===== config.mk =====
export PLATFORM = sky130hd
export DESIGN_NAME = gcs_div_pipe
export DESIGN_NICKNAME = d
export VERILOG_FILES = /design/src/rtl/core/gcs_pkg.sv /design/src/rtl/core/gcs_div_pipe.sv
export SDC_FILE = /design/constraint.sdc
export NUM_CORES = 2
export LEC_CHECK = 0
export BUFFER_PORTS_ARGS = -buffer_cell sky130_fd_sc_hd__buf_2
export CAP_MARGIN = 20
export CORE_UTILIZATION = 30
export CTS_CLUSTER_SIZE = 16
export DETAILED_ROUTE_END_ITERATION = 10
export GPL_TIMING_DRIVEN = 0
export PLACE_DENSITY_LB_ADDON = 0.1
export RECOVER_POWER = 50
export SYNTH_ARGS = -nofsm -noshare
export SYNTH_HDL_FRONTEND = slang
export SYNTH_SLANG_ARGS = --single-unit

===== constraint.sdc =====
create_clock -name clk -period 6.2 [get_ports clk]
set_input_delay 1.24 -clock clk [delete_from_list [all_inputs] [get_ports clk]]
set_output_delay 1.24 -clock clk [all_outputs]
set_load 0.01 [all_outputs]

===== src/rtl/core/gcs_pkg.sv =====
package gcs_pkg;

  localparam int IN_FRAC_BITS = 4;

  localparam int GRAD_W   = 13;
  localparam int M_W      = 12;
  localparam int N_W      = 13;
  localparam int CFG_W    = 12;
  localparam int WEIGHT_W = 11;
  localparam int OUT_W    = 16;
  localparam int IDX_W    = 2;

  localparam int RATIO_BITS   = 30;
  localparam int WEIGHT_SHIFT = 10;
  localparam int OUT_FRAC     = 14;
  localparam int WEIGHT_ONE   = 1 << WEIGHT_SHIFT;

  localparam int K_W    = CFG_W + 2 * IN_FRAC_BITS;
  localparam int PROD_W = 2 * GRAD_W;
  localparam int DW     = ((K_W > PROD_W + 1) ? K_W : PROD_W + 1) + 1;
  localparam int Q_W    = RATIO_BITS + 1;
  localparam int RW     = Q_W + 1;
  localparam int ACC_W  = RW + 1 + WEIGHT_W + 1;
  localparam int SH     = RATIO_BITS + WEIGHT_SHIFT - OUT_FRAC;

  localparam int DIV_STAGES = Q_W;
  localparam int LANES      = 4;

  localparam logic [CFG_W-1:0]    RST_CONST_REF_DIST  = 12'd140;
  localparam logic [CFG_W-1:0]    RST_CONST_FUSED     = 12'd55;
  localparam logic [CFG_W-1:0]    RST_CONST_CHROMA    = 12'd550;
  localparam logic [WEIGHT_W-1:0] RST_GRADIENT_WEIGHT = 11'd614;

  typedef enum logic [IDX_W-1:0] {
    REG_CONST_REF_DIST,
    REG_CONST_FUSED,
    REG_CONST_CHROMA,
    REG_GRADIENT_WEIGHT
  } cfg_reg_t;

  typedef struct packed {
    logic neg;
    logic zero;
  } div_tag_t;

endpackage


===== src/rtl/core/gcs_div_pipe.sv =====
module gcs_div_pipe (
  input  logic                       clk,
  input  logic [gcs_pkg::DW-1:0]     mag,
  input  logic [gcs_pkg::DW-1:0]     den,
  input  gcs_pkg::div_tag_t          tag_in,
  output logic [gcs_pkg::Q_W-1:0]    quo,
  output gcs_pkg::div_tag_t          tag_out
);

  localparam int S   = gcs_pkg::DIV_STAGES;
  localparam int DW  = gcs_pkg::DW;
  localparam int Q_W = gcs_pkg::Q_W;

  logic [DW-1:0]      rem_s [0:S];
  logic [DW-1:0]      den_s [0:S];
  logic [Q_W-1:0]     low_s [0:S];
  logic [Q_W-1:0]     q_s   [0:S];
  gcs_pkg::div_tag_t  tag_s [0:S];

  // dividend is mag * 2^30 + den/2, quotient known to fit in Q_W bits
  always_ff @(posedge clk) begin
    rem_s[0] <= mag >> 1;
    den_s[0] <= den;
    low_s[0] <= {mag[0], gcs_pkg::RATIO_BITS'(den >> 1)};
    q_s[0]   <= '0;
    tag_s[0] <= tag_in;
  end

  for (genvar i = 0; i < S; i++) begin : g_stage
    logic [DW:0] trial;
    logic [DW:0] diff;
    logic        ge;
    assign trial = {rem_s[i], low_s[i][Q_W-1]};
    assign diff  = trial - {1'b0, den_s[i]};
    assign ge    = trial >= {1'b0, den_s[i]};
    always_ff @(posedge clk) begin
      rem_s[i+1] <= ge ? diff[DW-1:0] : trial[DW-1:0];
      q_s[i+1]   <= {q_s[i][Q_W-2:0], ge};
      low_s[i+1] <= low_s[i] << 1;
      den_s[i+1] <= den_s[i];
      tag_s[i+1] <= tag_s[i];
    end
  end

  assign quo     = q_s[S];
  assign tag_out = tag_s[S];

endmodule


==> results by group <==
Logic synthesis
  • Asr flop ratio synth: 0
  • Synth area leaders: dfxtp_1 47%, ha_1 11%, a21oi_1 4.7%
  • Post-synthesis cell type count: 91
  • Cell with the most instances after synthesis: dfxtp_1
  • Register bit total from synthesis: around 2300
  • Mapped Nets: 11300
  • Cell count after synthesis: roughly 10000
  • Post-synth design cell area: between 0.09 and 0.1 mm2
  • Register area share after synthesis: 0.469
  • Synth area leader: dfxtp_1
  • Simple-gate share of the synthesized area: 0.103
  • Avg Inst Size Synth: around 9.5 um2
  • Synth Flop Type: dfxtp_1
  • Mux share of post-synthesis cell area: 0.0240
  • Synth warnings: 0
  • Top-area cell type share of the netlist area: 0.469
  • XOR/XNOR Fraction of Synth Area: 0.0629
  • Post-synth top cells: 2296 x dfxtp_1, 1055 x inv_1, 913 x a21oi_1
  • Post-Synth Adder-Cell Area: 0.117
  • Largest family of logic cells by synthesized area: compound AO/OA/AOI/OAI gates
  • Compound-gate portion of the synthesized area: 0.173
  • Number of synthesized flops with an enable pin: 0

Global routing
  • Antenna violations before repair: 21
  • Total track usage: 0.163
  • Vias in the first global route: 70400
  • Gr ovfl total: 0
  • Largest net degree at the start of global routing: 16
  • First-pass GRT wire length: about 420 mm

Clock tree
  • Htree depth: 5
  • CTS clk-pin slew, worst paths: 0.06 ns
  • Cts repair resizes: 0
  • CTS sink cnt: about 2300
  • Worst-Skew Late Latency: ~0.87 ns
  • Max clock buf depth: 4
  • Setup Buffers After CTS: 0
  • TritonCTS clock tree: yes
  • CTS Hold Bufs: 0
  • CTS root buffer: clkbuf_16
  • Num CTS Buffers: roughly 280

Outcome
  • Status: finished clean

Pwr
  • Maximum vdd drop: around 210 uV
  • Power Density: around 640 mW/mm2
  • Leak: about 0.052 uW

Timing
  • Setup_tns: 0 ns
  • Clock period minus worst slack: between 5 and 6 ns
  • RSZ-0062 raised after global routing: no
  • Crit share post-route: 0.842
  • Final hold vios: 0
  • Worst-Margin Slew: between 1 and 1.5 ns
  • Final Max Tran Viols: 0
  • Slew HR: 0.232
  • Worst clock skew: roughly 0.031 ns
  • Setup Viol. Count Final: 0
  • Max Clock Freq: ~0.19 GHz

Detailed routing
  • Routed Antenna Nets: 0
  • Via density: roughly 4.7
  • Overall routed net length: 275 mm
  • Wire per inst: approximately 18 um
  • Detailed router's first-iteration violation count: 5187
  • Drt drc: 0
  • Drt first pass iters: 6
  • Routed via count: around 72000

Floorplan
  • I/O pin cnt: 92
  • Die width: roughly 570 um
  • Row cnt: 209
  • Full die area: roughly 0.33 mm2
  • Initial Utilization: 0.302
  • Die height: ~570 um
  • Core Box Area: about 0.32 mm2

Setup path
  • Worst setup EP type: flop
  • Worst Path Max Fanout: 10
  • Setup CP Type: reg -> reg
  • Setup crit start kind: flop
  • CP arrival: roughly 6 ns
  • Critical Path RT: roughly 6.9 ns

Placed design
  • I/O Buffers: a little over 90
  • Hpwl dp: 219 mm
  • Gpl congestion: 0.908
  • DP Area: 0.104 mm2

Finish
  • Finished Cell Area: 0.113 mm2
  • Layout cells sized above 1: 0.0686
  • Post-route core utilization: 0.349
  • Area delta synth->final: 15.7%
  • # nets final: between 10000 and 15000

Hold path
  • Min-delay worst type: reg -> reg

Run
  • Max-cap viol count: 0
## cell type report
type	count	area, um2
antenna	13	32.5
buffer	239	1070
clock buffer	403	8160
clock inverter	90	1250
fill	33000	211000
inverter	1056	3960
multi-input combinational	6731	47000
sequential	2296	46000
tap	4325	5410
timing repair buffer	97	488
## logic make-up after synthesis
kind of cell,count (synthesis)
mux,210
buf+inv,1295
fa+ha+maj,898
flops,2296
simple gates,2162
compound gates,2757
xor+xnor,704
## registers in the layout, summed over array words and instances, names as in the netlist
signal / count
rem_s: 867
low_s: 2
den_s: 867
tag_s: 64
q_s: 496
## through the flow
stage	setup WS [ns]	hold slack, ns	cells	power [uW]
final	0.979	0.311	15300	72100
after global routing	0.595	0.312	15200	77800
after CTS	1.03	0.315	15200	72900
after detailed placement	1.08	0.312	14700	55500
after global placement	1.04	0.310	14700	55600
after floorplan	2.88	0.310	10300	45700
## metal layers
metal	GRT usage	wire length, um	part of all wire
met1	0.246	142000	0.52
met2	0.237	112000	0.41
met3	0.0273	15200	0.055
met4	0.0357	5260	0.019
met5	0	0	0
## cells in the final DEF, fill, tap and decap left out, types with 85 or more instances in the layout
master and instances:
dfxtp_1 2296, mux2_2 85, nand4_1 97, mux2_1 113, ha_1 868, inv_1 1055
nor2_1 617, nor2b_1 131, buf_2 135, nor3_1 91, clkbuf_16 290, a21oi_1 913
o21ai_1 139, xnor2_1 424, nand2b_1 136, nand3_1 145, a21o_1 448, clkbuf_1 216
o21a_1 97, xor2_1 280, o21ai_0 590, nand2_1 713
## report_power, final
| group | switching [uW] | internal (uW) |
|---|---|---|
| registers | 2640 | 19800 |
| clock network | 6360 | 10300 |
| logic | 19500 | 13400 |
## critical path, cell delays in order (launching register included)
cell      delay [ns]
dfxtp_1         0.45
inv_1           0.18
ha_1            0.38
and3_1          0.34
and4_1          0.27
o311ai_0        0.20
nand2_1         0.20
o221a_2         0.31
a31o_2          0.20
a31oi_1         0.09
o21bai_1        0.21
nand2_1         0.13
o21bai_1        0.61
clkbuf_1        0.71
buf_1           0.55
a21oi_1         0.17
## path summary, 6_finish.rpt
path / from / to / slack, ns / cells after the start
setup reg to reg: den_s[5][11] / rem_s[21][26] / 0.98 / 15
hold reg to reg: q_s[0][222] / q_s[0][254] / 0.31 / 0
setup / recovery: den_s[5][11] / rem_s[21][26] / 0.98 / 15
hold / removal: q_s[0][222] / q_s[0][254] / 0.31 / 0
(Power assumes the default switching activity.)
